===== src/rtl/fnpa_pkg.sv =====
package fnpa_pkg;

    localparam int NODES_PER_BLOCK = 16;
    localparam int MAX_BLOCKS      = 4;
    localparam int TOTAL_NODES     = NODES_PER_BLOCK * MAX_BLOCKS;

    localparam int IDX_W    = 6;
    localparam int CNT_W    = 7;
    localparam int LIM_W    = 3;
    localparam int STATUS_W = 2;
    localparam int GROWN_W  = $clog2(MAX_BLOCKS + 1);

    typedef logic [IDX_W-1:0]    t_idx;
    typedef logic [CNT_W-1:0]    t_cnt;
    typedef logic [LIM_W-1:0]    t_lim;
    typedef logic [STATUS_W-1:0] t_status;
    typedef logic [GROWN_W-1:0]  t_grown;

    localparam logic MODE_ALLOC = 1'b0;
    localparam logic MODE_FREE  = 1'b1;

    localparam t_status ST_OK        = 2'd0;
    localparam t_status ST_EXHAUSTED = 2'd1;
    localparam t_status ST_REJECTED  = 2'd2;

    // link of a node that was never written: next node of its block, 0 at block end
    function automatic t_idx implicit_link(t_idx i);
        logic last;
        last = 1'b0;
        for (int b = 0; b < MAX_BLOCKS; b++) begin
            if (int'(i) == b * NODES_PER_BLOCK + NODES_PER_BLOCK - 1) begin
                last = 1'b1;
            end
        end
        return last ? t_idx'(0) : t_idx'(i + t_idx'(1));
    endfunction

    function automatic t_idx block_base(t_grown g);
        return t_idx'(int'(g) * NODES_PER_BLOCK);
    endfunction

    function automatic t_idx block_last(t_grown g);
        return t_idx'(int'(g) * NODES_PER_BLOCK + NODES_PER_BLOCK - 1);
    endfunction

    // one past the highest index grown so far
    function automatic t_cnt grown_end(t_grown g);
        return t_cnt'(int'(g) * NODES_PER_BLOCK);
    endfunction

endpackage


===== src/rtl/fnpa_if.sv =====
interface fnpa_req_if;
    logic                 valid;
    logic                 ready;
    logic                 mode;
    fnpa_pkg::t_idx       node_index;

    modport source (output valid, output mode, output node_index, input ready);
    modport sink   (input valid, input mode, input node_index, output ready);
endinterface

interface fnpa_rsp_if;
    logic                 valid;
    logic                 ready;
    fnpa_pkg::t_status    status;
    fnpa_pkg::t_idx       granted_index;
    fnpa_pkg::t_cnt       free_count;
    fnpa_pkg::t_cnt       used_count;

    modport source (output valid, output status, output granted_index,
                    output free_count, output used_count, input ready);
    modport sink   (input valid, input status, input granted_index,
                    input free_count, input used_count, output ready);
endinterface


===== src/rtl/fixed_node_pool_allocator.sv =====
// An accepted request beat moves from IDLE to EXEC; the next-link memory read is
//   issued at accept, and EXEC does the update and write-back once the response
//   register is free or draining. No new request is taken until then.
// Reset (synchronous, i_rst_n low): block 0 is the free list, counters and
//   block limit take their defaults; link memory content is not cleared, the
//   per-entry written flags are, so no clearing pass is needed.
module fixed_node_pool_allocator (
    input  logic                 i_clk,
    input  logic                 i_rst_n,
    input  logic                 i_cfg_we,
    input  fnpa_pkg::t_lim       i_cfg_wdata,
    fnpa_req_if.sink             i_req,
    fnpa_rsp_if.source           o_rsp
);
    import fnpa_pkg::*;

    localparam logic S_IDLE = 1'b0;
    localparam logic S_EXEC = 1'b1;

    // Next-link store. An entry is only trusted once written; before that its
    // value is the in-order link of its block. Only frees write it, and only
    // into grown blocks, so a freshly grown block always reads in order.
    // The link of the node just appended at the tail is not cleared: it is
    // never read before the next free overwrites it.
    t_idx                   r_link_mem [TOTAL_NODES];
    logic [TOTAL_NODES-1:0] r_link_vld;
    t_idx                   r_rd_data;
    logic                   r_rd_vld;

    // control state
    logic    r_state;
    t_lim    r_limit;
    t_idx    r_head,  n_head;
    t_idx    r_tail,  n_tail;
    logic    r_empty, n_empty;
    t_grown  r_grown, n_grown;
    t_cnt    r_free,  n_free;
    t_cnt    r_used,  n_used;

    // captured request beat
    logic    r_mode;
    t_idx    r_idx;

    // response register
    logic    r_out_valid;
    t_status r_status,  n_status;
    t_idx    r_granted, n_granted;
    t_cnt    r_free_o;
    t_cnt    r_used_o;

    logic    req_acc;
    logic    finish;
    logic    can_grow;
    t_idx    base;
    t_idx    base_last;
    t_idx    link_val;
    logic    wr_en;

    assign req_acc = i_req.valid && i_req.ready;
    assign i_req.ready = (r_state == S_IDLE);

    // a result is retired once the response register is free or draining
    assign finish = (r_state == S_EXEC) && (!r_out_valid || o_rsp.ready);

    // block limit: 0 acts as 1, anything above MAX_BLOCKS saturates
    assign can_grow = int'(r_grown) <
                      ((r_limit == '0) ? 1 :
                       ((int'(r_limit) > MAX_BLOCKS) ? MAX_BLOCKS : int'(r_limit)));

    assign base      = block_base(r_grown);
    assign base_last = block_last(r_grown);
    assign link_val  = r_rd_vld ? r_rd_data : implicit_link(r_head);

    // append at the tail of a non-empty list
    assign wr_en = finish && (r_mode == MODE_FREE) && (n_status == ST_OK) && !r_empty;

    always_ff @(posedge i_clk) begin
        if (wr_en) begin
            r_link_mem[r_tail] <= r_idx;
        end
    end

    always_ff @(posedge i_clk) begin
        if (req_acc) begin
            r_rd_data <= r_link_mem[r_head];
        end
    end

    always_ff @(posedge i_clk) begin
        if (!i_rst_n) begin
            r_link_vld <= '0;
        end else if (wr_en) begin
            r_link_vld[r_tail] <= 1'b1;
        end
    end

    always_ff @(posedge i_clk) begin
        if (req_acc) begin
            r_rd_vld <= r_link_vld[r_head];
            r_mode   <= i_req.mode;
            r_idx    <= i_req.node_index;
        end
    end

    always_comb begin
        n_head    = r_head;
        n_tail    = r_tail;
        n_empty   = r_empty;
        n_grown   = r_grown;
        n_free    = r_free;
        n_used    = r_used;
        n_status  = ST_OK;
        n_granted = '0;
        case (r_mode)
            MODE_ALLOC: begin
                if (r_empty) begin
                    if (can_grow) begin
                        // grow, then pop the first node of the new block
                        n_granted = base;
                        n_head    = t_idx'(base + t_idx'(1));
                        n_tail    = base_last;
                        n_empty   = 1'b0;
                        n_grown   = t_grown'(r_grown + t_grown'(1));
                        n_free    = t_cnt'(r_free + t_cnt'(NODES_PER_BLOCK - 1));
                        n_used    = t_cnt'(r_used + t_cnt'(1));
                    end else begin
                        n_status = ST_EXHAUSTED;
                    end
                end else begin
                    n_granted = r_head;
                    n_used    = t_cnt'(r_used + t_cnt'(1));
                    if (r_head == r_tail) begin
                        // last node gone: link a further block at once if allowed
                        if (can_grow) begin
                            n_head  = base;
                            n_tail  = base_last;
                            n_grown = t_grown'(r_grown + t_grown'(1));
                            n_free  = t_cnt'(r_free + t_cnt'(NODES_PER_BLOCK - 1));
                        end else begin
                            n_empty = 1'b1;
                            n_free  = t_cnt'(r_free - t_cnt'(1));
                        end
                    end else begin
                        n_head = link_val;
                        n_free = t_cnt'(r_free - t_cnt'(1));
                    end
                end
            end
            MODE_FREE: begin
                if ((r_used == '0) || ({1'b0, r_idx} >= grown_end(r_grown))) begin
                    n_status = ST_REJECTED;
                end else begin
                    if (r_empty) begin
                        n_head  = r_idx;
                        n_empty = 1'b0;
                    end
                    n_tail = r_idx;
                    n_free = t_cnt'(r_free + t_cnt'(1));
                    n_used = t_cnt'(r_used - t_cnt'(1));
                end
            end
            default: begin
                n_status = ST_REJECTED;
            end
        endcase
    end

    always_ff @(posedge i_clk) begin
        if (!i_rst_n) begin
            r_state     <= S_IDLE;
            r_limit     <= t_lim'(4);
            r_head      <= '0;
            r_tail      <= t_idx'(NODES_PER_BLOCK - 1);
            r_empty     <= 1'b0;
            r_grown     <= t_grown'(1);
            r_free      <= t_cnt'(NODES_PER_BLOCK);
            r_used      <= '0;
            r_out_valid <= 1'b0;
        end else begin
            if (i_cfg_we) begin
                r_limit <= i_cfg_wdata;
            end
            case (r_state)
                S_IDLE: begin
                    if (req_acc) begin
                        r_state <= S_EXEC;
                    end
                end
                S_EXEC: begin
                    if (finish) begin
                        r_state <= S_IDLE;
                        r_head  <= n_head;
                        r_tail  <= n_tail;
                        r_empty <= n_empty;
                        r_grown <= n_grown;
                        r_free  <= n_free;
                        r_used  <= n_used;
                    end
                end
                default: begin
                    r_state <= S_IDLE;
                end
            endcase
            if (finish) begin
                r_out_valid <= 1'b1;
            end else if (o_rsp.ready) begin
                r_out_valid <= 1'b0;
            end
        end
    end

    // response payload
    always_ff @(posedge i_clk) begin
        if (finish) begin
            r_status  <= n_status;
            r_granted <= n_granted;
            r_free_o  <= n_free;
            r_used_o  <= n_used;
        end
    end

    assign o_rsp.valid         = r_out_valid;
    assign o_rsp.status        = r_status;
    assign o_rsp.granted_index = r_granted;
    assign o_rsp.free_count    = r_free_o;
    assign o_rsp.used_count    = r_used_o;

    // every grown node is either free or handed out
    a_node_balance: assert property (@(posedge i_clk) disable iff (!i_rst_n)
        (int'(r_free) + int'(r_used)) == int'(r_grown) * NODES_PER_BLOCK)
        else $error("free and used counts do not cover the grown blocks");

    // a stalled response beat stays put until taken
    a_rsp_hold: assert property (@(posedge i_clk) disable iff (!i_rst_n)
        (o_rsp.valid && !o_rsp.ready) |=>
            (o_rsp.valid && $stable(o_rsp.status) && $stable(o_rsp.granted_index)))
        else $error("response beat changed while stalled");

    // an accepted beat always moves on to the update cycle
    a_accept_exec: assert property (@(posedge i_clk) disable iff (!i_rst_n)
        (i_req.valid && i_req.ready) |=> (r_state == S_EXEC))
        else $error("accepted beat not processed");

endmodule


===== src/flat_wrapper.sv =====
// flat-port wrapper written by rule: the top's interface ports become plain ports
module fixed_node_pool_allocator_flat import fnpa_pkg::*;
  (i_clk, i_rst_n, i_cfg_we, i_cfg_wdata, i_req_valid, i_req_mode, i_req_node_index, i_req_ready, o_rsp_valid, o_rsp_status, o_rsp_granted_index, o_rsp_free_count, o_rsp_used_count, o_rsp_ready);
  fnpa_req_if i_req_i ();
  fnpa_rsp_if o_rsp_i ();
  input  logic i_clk;
  input  logic i_rst_n;
  input  logic i_cfg_we;
  input  fnpa_pkg::t_lim i_cfg_wdata;
  input wire logic [$bits(i_req_i.valid)-1:0] i_req_valid;
  input wire logic [$bits(i_req_i.mode)-1:0] i_req_mode;
  input wire logic [$bits(i_req_i.node_index)-1:0] i_req_node_index;
  output wire logic [$bits(i_req_i.ready)-1:0] i_req_ready;
  output wire logic [$bits(o_rsp_i.valid)-1:0] o_rsp_valid;
  output wire logic [$bits(o_rsp_i.status)-1:0] o_rsp_status;
  output wire logic [$bits(o_rsp_i.granted_index)-1:0] o_rsp_granted_index;
  output wire logic [$bits(o_rsp_i.free_count)-1:0] o_rsp_free_count;
  output wire logic [$bits(o_rsp_i.used_count)-1:0] o_rsp_used_count;
  input wire logic [$bits(o_rsp_i.ready)-1:0] o_rsp_ready;
  assign i_req_i.valid = i_req_valid;
  assign i_req_i.mode = i_req_mode;
  assign i_req_i.node_index = i_req_node_index;
  assign i_req_ready = i_req_i.ready;
  assign o_rsp_valid = o_rsp_i.valid;
  assign o_rsp_status = o_rsp_i.status;
  assign o_rsp_granted_index = o_rsp_i.granted_index;
  assign o_rsp_free_count = o_rsp_i.free_count;
  assign o_rsp_used_count = o_rsp_i.used_count;
  assign o_rsp_i.ready = o_rsp_ready;
  fixed_node_pool_allocator u_core (.i_clk(i_clk), .i_rst_n(i_rst_n), .i_cfg_we(i_cfg_we), .i_cfg_wdata(i_cfg_wdata), .i_req(i_req_i), .o_rsp(o_rsp_i));
endmodule

===== config.mk =====
export PLATFORM = sky130hd
export DESIGN_NAME = fixed_node_pool_allocator_flat
export DESIGN_NICKNAME = d
export VERILOG_FILES = /design/src/rtl/fnpa_pkg.sv /design/src/rtl/fnpa_if.sv /design/src/rtl/fixed_node_pool_allocator.sv /design/src/flat_wrapper.sv
export SDC_FILE = /design/constraint.sdc
export NUM_CORES = 1
export LEC_CHECK = 0
export BUFFER_PORTS_ARGS = -buffer_cell sky130_fd_sc_hd__buf_2
export CORE_MARGIN = 2
export CORE_UTILIZATION = 65
export CTS_BUF_LIST = sky130_fd_sc_hd__clkbuf_4 sky130_fd_sc_hd__clkbuf_8
export CTS_CLUSTER_SIZE = 40
export DETAILED_ROUTE_END_ITERATION = 7
export PLACE_DENSITY = 0.82
export SYNTH_ARGS = -nofsm -noshare
export SYNTH_HDL_FRONTEND = slang
export SYNTH_SLANG_ARGS = --single-unit
export TNS_END_PERCENT = 10

===== constraint.sdc =====
create_clock -name i_clk -period 8.3 [get_ports i_clk]
set_clock_uncertainty 0.1 [all_clocks]
set_input_delay 0.83 -clock i_clk [delete_from_list [all_inputs] [get_ports i_clk]]
set_output_delay 0.83 -clock i_clk [all_outputs]
set_load 0.05 [all_outputs]

==> results.sh, run 1 <==
export IMPL_clock_sinks=519
export IMPL_via_per_inst=6.458
export IMPL_fp_dieW_um=185.2
export IMPL_switchingPower_mw=1.240
export IMPL_powerDensity_nw_per_um2=232.8
export IMPL_whs_endpoint="u_core.r_idx[0]"
export IMPL_wire_per_inst_um=24.08
export IMPL_grt_pass1_wl_mm=70.04
export IMPL_p_int_mw=4.229
export IMPL_yosys_warnings=0
export IMPL_synth_main_ff_cell="edfxtp_1"
export IMPL_worstPathArrival_ns=4.27
export IMPL_dp_hpwl_mm=26.73
export IMPL_slew_headroom_pct=31.81
export IMPL_maxCapViolations=0
export IMPL_nNetsFinal=1405
export IMPL_cts_clk_slew_worst_paths_ns=0.07
export IMPL_ios=39
export IMPL_grt_usage_pct=27.50
export IMPL_syn_avg_cell_area_sq_um=16.02
export IMPL_postPlaceCellArea_sq_um=21770
export IMPL_initial_core_util_pct=65.73
export IMPL_ctsResizeCount=0
export IMPL_yosysSeqAreaShare_pct=68.41
export IMPL_max_freq_ghz=0.2428
export IMPL_drc=0
export IMPL_ys_types=73
export IMPL_r2r_cells=7
export IMPL_ys_seq_elements=519
export IMPL_postCtsHoldBufs=0
export IMPL_htreeDepth=3
export IMPL_root_buffer="clkbuf_8"
export IMPL_synthTopCellsByCount="edfxtp_1 (420), mux4_2 (114), nand2_1 (105)"
export IMPL_clock_power_share_pct=41.0
export IMPL_via_count=12180
export IMPL_drt_iter0_markers=1411
export IMPL_hold_viol_final=0
export IMPL_netlist_top_cells_area="edfxtp_1 (59%), mux4_2 (12%), dfxtp_1 (9.3%), mux2i_1 (1.9%), nand2_1 (1.8%)"
export IMPL_cp_end_kind="flop"
export IMPL_path_max_fanout=68
export IMPL_hp_class="in -> reg"
export IMPL_antenna_left=0
export IMPL_syn_nets=1358
export IMPL_yosysTopAreaCell="edfxtp_1"
export IMPL_rsz0062_at_grt="no"
export IMPL_drv_slew=0
export IMPL_period_needed_ns=4.119
export IMPL_seqPwrFrac_pct=52.5
export IMPL_die_area_sq_um=34280
export IMPL_critPathRequiredTime_ns=8.45
export IMPL_clock_path_buffers=3
export IMPL_portBuffers=38
export IMPL_synth_top_area_share_pct=59.12
export IMPL_gp_congestion=0.9411
export IMPL_vdd_drop_max_mv=0.1291
export IMPL_power_leakage_nw=7.564
export IMPL_synth_edf_count=420
export IMPL_run_status="finished, final reports clean"
export IMPL_worst_pin_slew_ns=1.020
export IMPL_synth_cells=1332
export IMPL_async_flop_share_pct=0
export IMPL_numCtsBuffers=79
export IMPL_utilization_pct=72.38
export IMPL_cts_tree="done"
export IMPL_grt_max_degree=119
export IMPL_reg2reg_from="u_core.r_idx[5]"
export IMPL_antenna_cells=0
export IMPL_yosysMostFrequentCell="edfxtp_1"
export IMPL_hold_start="i_req_node_index[0]"
export IMPL_p_comb_share_pct=6.5
export IMPL_fin_crit_sh_pct=49.62
export IMPL_grt_overflow=0
export IMPL_rrSetupSlack_ns=4.18
export IMPL_fin_tns_setup_ns=0
export IMPL_min_path_cells=1
export IMPL_firstDrtPassIters=5
export IMPL_r2r_end="u_core.r_link_mem[20][0]"
export IMPL_core_area_sq_um=32450
export IMPL_cts_setup_buffers=0
export IMPL_final_area_sq_um=23490
export IMPL_swShare_pct=22.67
export IMPL_antenna_found_initial=0
export IMPL_critical_path_class="reg -> reg"
export IMPL_fp_dieH_um=185.2
export IMPL_wirelength_mm=45.41
export IMPL_drive_gt1_share_pct=23.27
export IMPL_netlist_area_sq_um=21330
export IMPL_grt_pass1_vias=12210
export IMPL_cp_start_kind="flop"
export IMPL_power_mw=5.468
export IMPL_num_rows=66
export IMPL_worstSkewPairLatency_ns=0.62
export IMPL_finalSetupViolations=0
export IMPL_syn_to_final_growth_pct=10.11
[worst max path at each step]
stage	cells past startpoint	start	slack, ns	end
2_1_floorplan	6	u_core.r_idx[5]	4.80	u_core.r_link_mem[4][0]
3_3_place_gp	7	u_core.r_idx[5]	4.45	u_core.r_link_mem[20][0]
3_5_place_dp	7	u_core.r_idx[5]	4.24	u_core.r_link_mem[20][2]
4_1_cts	7	u_core.r_idx[5]	4.26	u_core.r_link_mem[20][0]
5_1_grt	7	u_core.r_idx[5]	4.01	u_core.r_link_mem[20][3]
6_report	7	u_core.r_idx[5]	4.18	u_core.r_link_mem[20][0]
[cells by family (layout without fill, tap and decap cells)]
family | after synthesis | count (layout) | synth area share (%)
AOI/OAI and AO/OA | 192 | 192 | 5.854
and+or+nand+nor | 307 | 307 | 6.892
xor gates and xnor gates | 27 | 27 | 1.108
buffers and inverters | 108 | 220 | 2.446
adders and majority gates | 11 | 11 | 0.6452
DFF | 519 | 519 | 68.41
muxes | 168 | 168 | 14.65
[registers in the layout (all words and copies together) (netlist names), 2 cells and up]
| name | count |
|---|---|
| u_core.r_head | 6 |
| u_core.r_idx | 6 |
| u_core.r_grown | 3 |
| u_core.r_used | 7 |
| u_core.r_rd_data | 6 |
| u_core.r_limit | 3 |
| u_core.r_free | 7 |
| u_core.r_tail | 6 |
| u_core.o_rsp.used_count | 7 |
| u_core.o_rsp.status | 2 |
| u_core.r_link_vld | 64 |
| u_core.o_rsp.granted_index | 6 |
| u_core.o_rsp.free_count | 7 |
| u_core.r_link_mem | 384 |
[cell usage in the layout (no fill, tap or decap), types with 8 or more instances in the layout]
master / count
nor2_1: 86
mux2_2: 13
edfxtp_1: 420
nor2b_1: 23
a31oi_1: 10
o22ai_1: 9
a211oi_1: 12
buf_2: 37
dfxtp_1: 95
mux4_2: 114
o21ai_0: 68
clkinv_2: 11
a21oi_1: 29
o21a_1: 10
clkbuf_8: 92
o21ai_1: 9
nand2_1: 105
clkinv_1: 9
clkbuf_4: 25
nand3_1: 22
mux2i_1: 41
ha_1: 11
xnor2_1: 23
and2_1: 8
nand2b_1: 9
inv_1: 21
buf_4: 15
or3_1: 8
[routing by layer]
| metal | global-route usage, % | vias to the layer above | share of wire, % |
|---|---|---|---|
| met5 | 0 | - | 0 |
| met4 | 12.60 | 0 | 4.2 |
| met3 | 6.213 | 137 | 9.1 |
| met2 | 42.92 | 670 | 47 |
| met1 | 37.53 | 6094 | 39 |
| li1 | - | 5278 | - |
[stage by stage]
stage / hold WS (ns) / instances / worst slack, ns
floorplan: 0.3198 / 1332 / 4.805
global placement: 0.3291 / 1740 / 4.448
detailed placement: 0.3416 / 1740 / 4.236
CTS: 0.2710 / 1886 / 4.256
global route: 0.2781 / 1886 / 4.008
finish: 0.2954 / 1886 / 4.181
[layout make-up]
type                    count  area (sq um)
well taps                 442         553.0
inverters                  21         78.83
flip-flops and latches    519         14610
clock buffers             117          1454
clock inverters            29         262.8
repair buffers             53         317.8
multi-input cells         705          6217
fillers                  1964          8964
[worst max-delay path: stages (launching register included)]
cell	delay [ns]
edfxtp_1	0.33
buf_4	0.56
ha_1	0.39
nor2b_1	0.16
o21ba_2	0.23
nor3_2	0.57
nand4_1	0.51
nor3_1	0.87
[power groups by stage]
| stage | Combinational (mW) | Clock [mW] | Sequential [mW] |
|---|---|---|---|
| after floorplan | 0.230 | 0 | 2.95 |
| after global placement | 0.343 | 0 | 2.92 |
| after detailed placement | 0.354 | 0 | 2.92 |
| after CTS | 0.355 | 2.27 | 2.87 |
| after global routing | 0.380 | 2.39 | 2.87 |
| final | 0.355 | 2.24 | 2.87 |
(Power assumes the default switching activity.)
==> run 2: changes to the inputs <==
- clock period: 8.3 -> 4.28 ns (I/O delays scaled with it)
==> results.sh, run 2 (same netlist as run 1, synthesis figures left out) <==
export IMPL_path_max_fanout=14
export IMPL_power_mw=10.42
export IMPL_run_status="finished, final reports clean"
export IMPL_reg2reg_from="u_core.r_grown[1]"
export IMPL_antenna_left=0
export IMPL_r2r_end="u_core.r_link_mem[59][1]"
export IMPL_cp_start_kind="flop"
export IMPL_maxCapViolations=0
export IMPL_fin_crit_sh_pct=81.44
export IMPL_regMostFlops="u_core.r_link_mem"
export IMPL_drc=0
export IMPL_wirelength_mm=46.11
export IMPL_num_rows=66
export IMPL_worstSkewPairLatency_ns=0.63
export IMPL_drv_slew=0
export IMPL_fillers=1883
export IMPL_crit_end="u_core.r_link_mem[59][1]"
export IMPL_core_area_sq_um=32450
export IMPL_timing_final_ws_setup_ns=0.7945
export IMPL_grt_pass1_wl_mm=69.94
export IMPL_max_stage_delay_ns=0.61
export IMPL_final_area_sq_um=23640
export IMPL_drive_gt1_share_pct=23.71
export IMPL_worstPathArrival_ns=3.64
export IMPL_firstDrtPassIters=5
export IMPL_hp_class="in -> reg"
export IMPL_wire_per_inst_um=24.14
export IMPL_ios=39
export IMPL_power_leakage_nw=7.647
export IMPL_largest_reg_flops=384
export IMPL_powerDensity_nw_per_um2=440.9
export IMPL_worst_pin_slew_ns=1.013
export IMPL_grt_overflow=0
export IMPL_cp_end_kind="flop"
export IMPL_cts_tree="done"
export IMPL_fp_dieW_um=185.2
export IMPL_initial_core_util_pct=65.73
export IMPL_clock_sinks=519
export IMPL_drt_iter0_markers=1412
export IMPL_numPlacedInstances=1752
export IMPL_antenna_found_initial=0
export IMPL_cts_clk_slew_worst_paths_ns=0.06
export IMPL_critPathRequiredTime_ns=4.44
export IMPL_clock_path_buffers=3
export IMPL_root_buffer="clkbuf_8"
export IMPL_fp_dieH_um=185.2
export IMPL_cpMaxStageDelayCell="nor2_1"
export IMPL_antenna_cells=0
export IMPL_htreeDepth=3
export IMPL_slew_headroom_pct=32.28
export IMPL_fin_hold_ws_ns=0.07111
export IMPL_final_cells=1910
export IMPL_vdd_drop_max_mv=0.3397
export IMPL_utilization_pct=72.83
export IMPL_via_count=12340
export IMPL_r2r_cells=8
export IMPL_layout_common_cells="edfxtp_1 (420), mux4_2 (114), nand2_1 (105)"
export IMPL_die_area_sq_um=34280
export IMPL_dp_hpwl_mm=26.96
export IMPL_portBuffers=38
export IMPL_rsz0062_at_grt="no"
export IMPL_via_per_inst=6.461
export IMPL_grt_pass1_vias=12120
export IMPL_fin_tns_setup_ns=0
export IMPL_pre_cts_ws_ns=0.8981
export IMPL_final_common_cell="edfxtp_1"
export IMPL_syn_to_final_growth_pct=10.80
export IMPL_postPlaceCellArea_sq_um=21890
export IMPL_critical_path_class="reg -> reg"
export IMPL_gp_congestion=0.8953
export IMPL_rrSetupSlack_ns=0.79
export IMPL_grt_max_degree=87
export IMPL_cp_startpoint="u_core.r_grown[1]"
export IMPL_grt_usage_pct=27.73
export IMPL_reg_largest_list="u_core.r_link_mem: 384 flops, u_core.r_link_vld: 64 flops"
export IMPL_finalSetupViolations=0
export IMPL_numCtsBuffers=79
export IMPL_nNetsFinal=1429
export IMPL_path_cells="inv_1 > ha_1 > nor2b_1 > o21bai_1 > nand4_2 > nor3b_2 > nand3_1 > nor2_1"
export IMPL_hold_viol_final=0
export IMPL_max_freq_ghz=0.2869
export IMPL_period_needed_ns=3.486
-- run 2: cell types whose count changed in the layout (fill, tap and decap cells not counted) --
cell,delta
dlygate4sd3_1,+12
clkinvlp_4,-1
clkinv_2,-4
buf_12,+2
clkbuf_4,+11
clkinv_8,-1
clkbuf_8,-4
buf_4,+10
bufinv_16,-3
inv_6,+2
-- run 2: worst min path at each step --
stage	startpoint	to	slack, ns	cells after the start
finish	i_cfg_we	u_core.r_limit[0]	0.07	3
global route	i_cfg_we	u_core.r_limit[1]	0.06	3
CTS	o_rsp_ready	u_core.o_rsp.valid	0.02	3
detailed placement	u_core.r_link_vld[22]	u_core.r_link_vld[22]	0.34	2
global placement	u_core.r_link_vld[31]	u_core.r_link_vld[31]	0.33	2
floorplan	u_core.r_link_vld[10]	u_core.r_link_vld[10]	0.32	2
-- run 2: cell type report --
class / count / area, sq um / area share (%)
clock buffers: 124 / 1481 / 6.268
repair buffers: 77 / 553.0 / 2.340
well taps: 442 / 553.0 / 2.340
multi-input cells: 705 / 6217 / 26.30
flip-flops and latches: 519 / 14610 / 61.80
inverters: 21 / 78.83 / 0.3335
clock inverters: 22 / 146.4 / 0.6193
-- run 2: critical path, delay by kind of cell (launching register included) --
kind | cells | cell delay (ns)
buffers and inverters | 1 | 0.11
AND/OR/NAND/NOR | 5 | 1.95
adder cells (fa/ha/maj) | 1 | 0.32
AO/OA/AOI/OAI | 1 | 0.23
flip-flops | 1 | 0.41
-- run 2: report_power, final --
group          total (mW)  switching, mW  leakage (nW)  internal (mW)
sequential           5.57         0.0563          4.60           5.51
combinational       0.708          0.442          2.17          0.266
clock                4.14           1.87         0.875           2.28
-- run 2: per-layer routing --
metal | wire length (um) | track usage, % | vias up
met2 | 21880 | 43.30 | 767
met3 | 4593 | 5.210 | 118
met5 | 0 | 0 | -
li1 | - | - | 5333
met1 | 18020 | 38.87 | 6122
met4 | 1620 | 12.06 | 0
-- run 2: repair_timing --
item,4_1_cts,5_1_grt
hold endpoints to repair,11,0
setup buffers,0,0
hold buffers,12,0
gates resized for setup,0,0
==> run 3: changes to the inputs <==
- CORE_UTILIZATION: 65 -> 59
- PLACE_DENSITY: 0.82 -> 0.79
- clock period: 4.28 -> 3.18 ns (I/O delays scaled with it)
==> results.sh, run 3 (same netlist as run 1, synthesis figures left out) <==
export IMPL_run_status="finished, final reports clean"
export IMPL_antenna_left=0
export IMPL_wirelength_mm=47.71
export IMPL_swShare_pct=22.68
export IMPL_postPlaceCellArea_sq_um=22410
export IMPL_r2r_end="u_core.r_link_mem[32][4]"
export IMPL_path_cells="inv_1 > ha_1 > nand4bb_1 > o21a_1 > nand4_2 > nor3_2 > nand2_1 > nor2_1"
export IMPL_worst_pin_slew_ns=0.9897
export IMPL_nNetsFinal=1476
export IMPL_timing_final_ws_setup_ns=0.01212
export IMPL_power_leakage_nw=7.880
export IMPL_powerDensity_nw_per_um2=583.8
export IMPL_rsz0062_at_grt="yes"
export IMPL_initial_core_util_pct=59.98
export IMPL_antenna_found_initial=0
export IMPL_rrSetupSlack_ns=0.01
export IMPL_r2r_cells=8
export IMPL_m1WireLength_mm=19.30
export IMPL_hp_class="in -> reg"
export IMPL_pre_cts_ws_ns=0.1055
export IMPL_drive_gt1_share_pct=27.98
export IMPL_utilization_pct=68.10
export IMPL_cts_tree="done"
export IMPL_grt_usage_pct=25.75
export IMPL_die_area_sq_um=37690
export IMPL_fp_dieH_um=194.2
export IMPL_final_common_cell="edfxtp_1"
export IMPL_max_freq_ghz=0.3157
export IMPL_clock_power_share_pct=40.0
export IMPL_ios=39
export IMPL_max_stage_delay_ns=0.53
export IMPL_critPathRequiredTime_ns=3.34
export IMPL_hold_viol_final=0
export IMPL_path_max_fanout=14
export IMPL_wl_met3_mm=3.924
export IMPL_root_buffer="clkbuf_8"
export IMPL_p_int_mw=10.94
export IMPL_fp_dieW_um=194.2
export IMPL_final_area_sq_um=24220
export IMPL_finalSetupViolations=0
export IMPL_cts_clk_slew_worst_paths_ns=0.07
export IMPL_fin_crit_sh_pct=99.62
export IMPL_gp_congestion=0.9188
export IMPL_switchingPower_mw=3.207
export IMPL_clock_path_buffers=3
export IMPL_grt_overflow=0
export IMPL_core_area_sq_um=35570
export IMPL_maxCapViolations=0
export IMPL_wl_met2_mm=22.73
export IMPL_cpMaxStageDelayCell="nor2_1"
export IMPL_fillers=2300
export IMPL_cp_buffers_inverters=1
export IMPL_drt_iter0_markers=1390
export IMPL_slew_headroom_pct=34.02
export IMPL_wire_per_inst_um=24.18
export IMPL_reg_largest_list="u_core.r_link_mem: 384 flops, u_core.r_link_vld: 64 flops"
export IMPL_dp_hpwl_mm=28.97
export IMPL_worstPathArrival_ns=3.33
export IMPL_portBuffers=38
export IMPL_cpLargestDelayFamily="simple AND/OR/NAND/NOR gates"
export IMPL_p_comb_share_pct=7.0
export IMPL_num_rows=69
export IMPL_reg2reg_from="u_core.r_grown[1]"
export IMPL_worstSkewPairLatency_ns=0.64
export IMPL_multiInputGateArea_sq_um=6384
export IMPL_layout_common_cells="edfxtp_1 (420), mux4_2 (114), nand2_1 (103)"
export IMPL_vdd_drop_max_mv=0.4502
export IMPL_critical_path_class="reg -> reg"
export IMPL_htreeDepth=3
export IMPL_syn_to_final_growth_pct=13.55
export IMPL_seqPwrFrac_pct=53.0
export IMPL_whs_endpoint="u_core.r_free[5]"
export IMPL_numCtsBuffers=82
export IMPL_min_path_cells=3
export IMPL_largest_reg_flops=384
export IMPL_cp_start_kind="flop"
export IMPL_cp_end_kind="flop"
export IMPL_regMostFlops="u_core.r_link_mem"
export IMPL_regArea_sq_um=14610
export IMPL_clock_sinks=519
export IMPL_drc=0
export IMPL_antenna_cells=0
export IMPL_firstDrtPassIters=8
export IMPL_via_per_inst=6.279
export IMPL_via_count=12390
export IMPL_highest_layer="met4"
export IMPL_cts_setup_buffers=0
export IMPL_period_needed_ns=3.168
export IMPL_grt_max_degree=68
export IMPL_drv_slew=0
export IMPL_hold_start="i_rst_n"
export IMPL_grt_pass1_vias=12440
export IMPL_grt_pass1_wl_mm=73.08
[run 3: worst max-delay path by stage]
stage / from / to / cells after the start
finish: u_core.r_grown[1] / u_core.r_link_mem[32][4] / 8
CTS: u_core.r_grown[1] / u_core.r_link_mem[32][4] / 8
floorplan: u_core.r_idx[5] / u_core.r_link_mem[35][0] / 8
global placement: u_core.r_grown[1] / u_core.r_link_mem[32][0] / 8
detailed placement: u_core.r_grown[1] / u_core.r_link_mem[32][3] / 8
global route: u_core.r_grown[1] / u_core.r_link_mem[34][5] / 8
[run 3: layout make-up]
type,instances,area share [%]
Sequential cell,519,60.30
Multi-Input combinational cell,705,26.35
Clock buffer,114,5.883
Timing Repair Buffer,121,3.843
Tap cell,461,2.381
Clock inverter,32,0.9143
Inverter,21,0.3254
[run 3: worst register-to-register path: cells and delay by family (launching register included)]
kind,cells,cell delay (ns)
adders and majority gates,1,0.32
and+or+nand+nor,5,1.64
AOI/OAI and AO/OA,1,0.18
DFF,1,0.42
buffers and inverters,1,0.13
[run 3: timing repair]
action / in CTS / in global routing
gates resized for setup: 0 / 2
setup endpoints to repair: 0 / 120
hold buffers: 16 / 0
endpoints found under the hold margin: 12 / 0
[run 3: per-layer routing]
layer / up-vias / global-route usage (%)
li1: 5420 / -
met2: 632 / 40.29
met5: - / 0
met3: 117 / 4.940
met4: 0 / 10.89
met1: 6220 / 35.94
[run 3: power by group through the flow]
stage	sequential, mW	clock, mW	combinational (mW)
2_1_floorplan	7.71	0	0.605
3_3_place_gp	7.63	0	0.953
3_5_place_dp	7.63	0	0.973
4_1_cts	7.49	5.73	0.994
5_1_grt	7.50	6.01	1.06
6_report	7.49	5.65	0.995
[run 3: through the flow]
| stage | setup TNS (ns) | hold slack (ns) | total power [mW] | std cells |
|---|---|---|---|---|
| after floorplan | -27.17 | 0.3169 | 8.312 | 1332 |
| after global placement | 0 | 0.3282 | 8.583 | 1811 |
| after detailed placement | 0 | 0.3386 | 8.606 | 1811 |
| after CTS | 0 | 0.04652 | 14.21 | 1973 |
| after global routing | -5.073 | 0.04951 | 14.57 | 1973 |
| final | 0 | 0.06001 | 14.14 | 1973 |
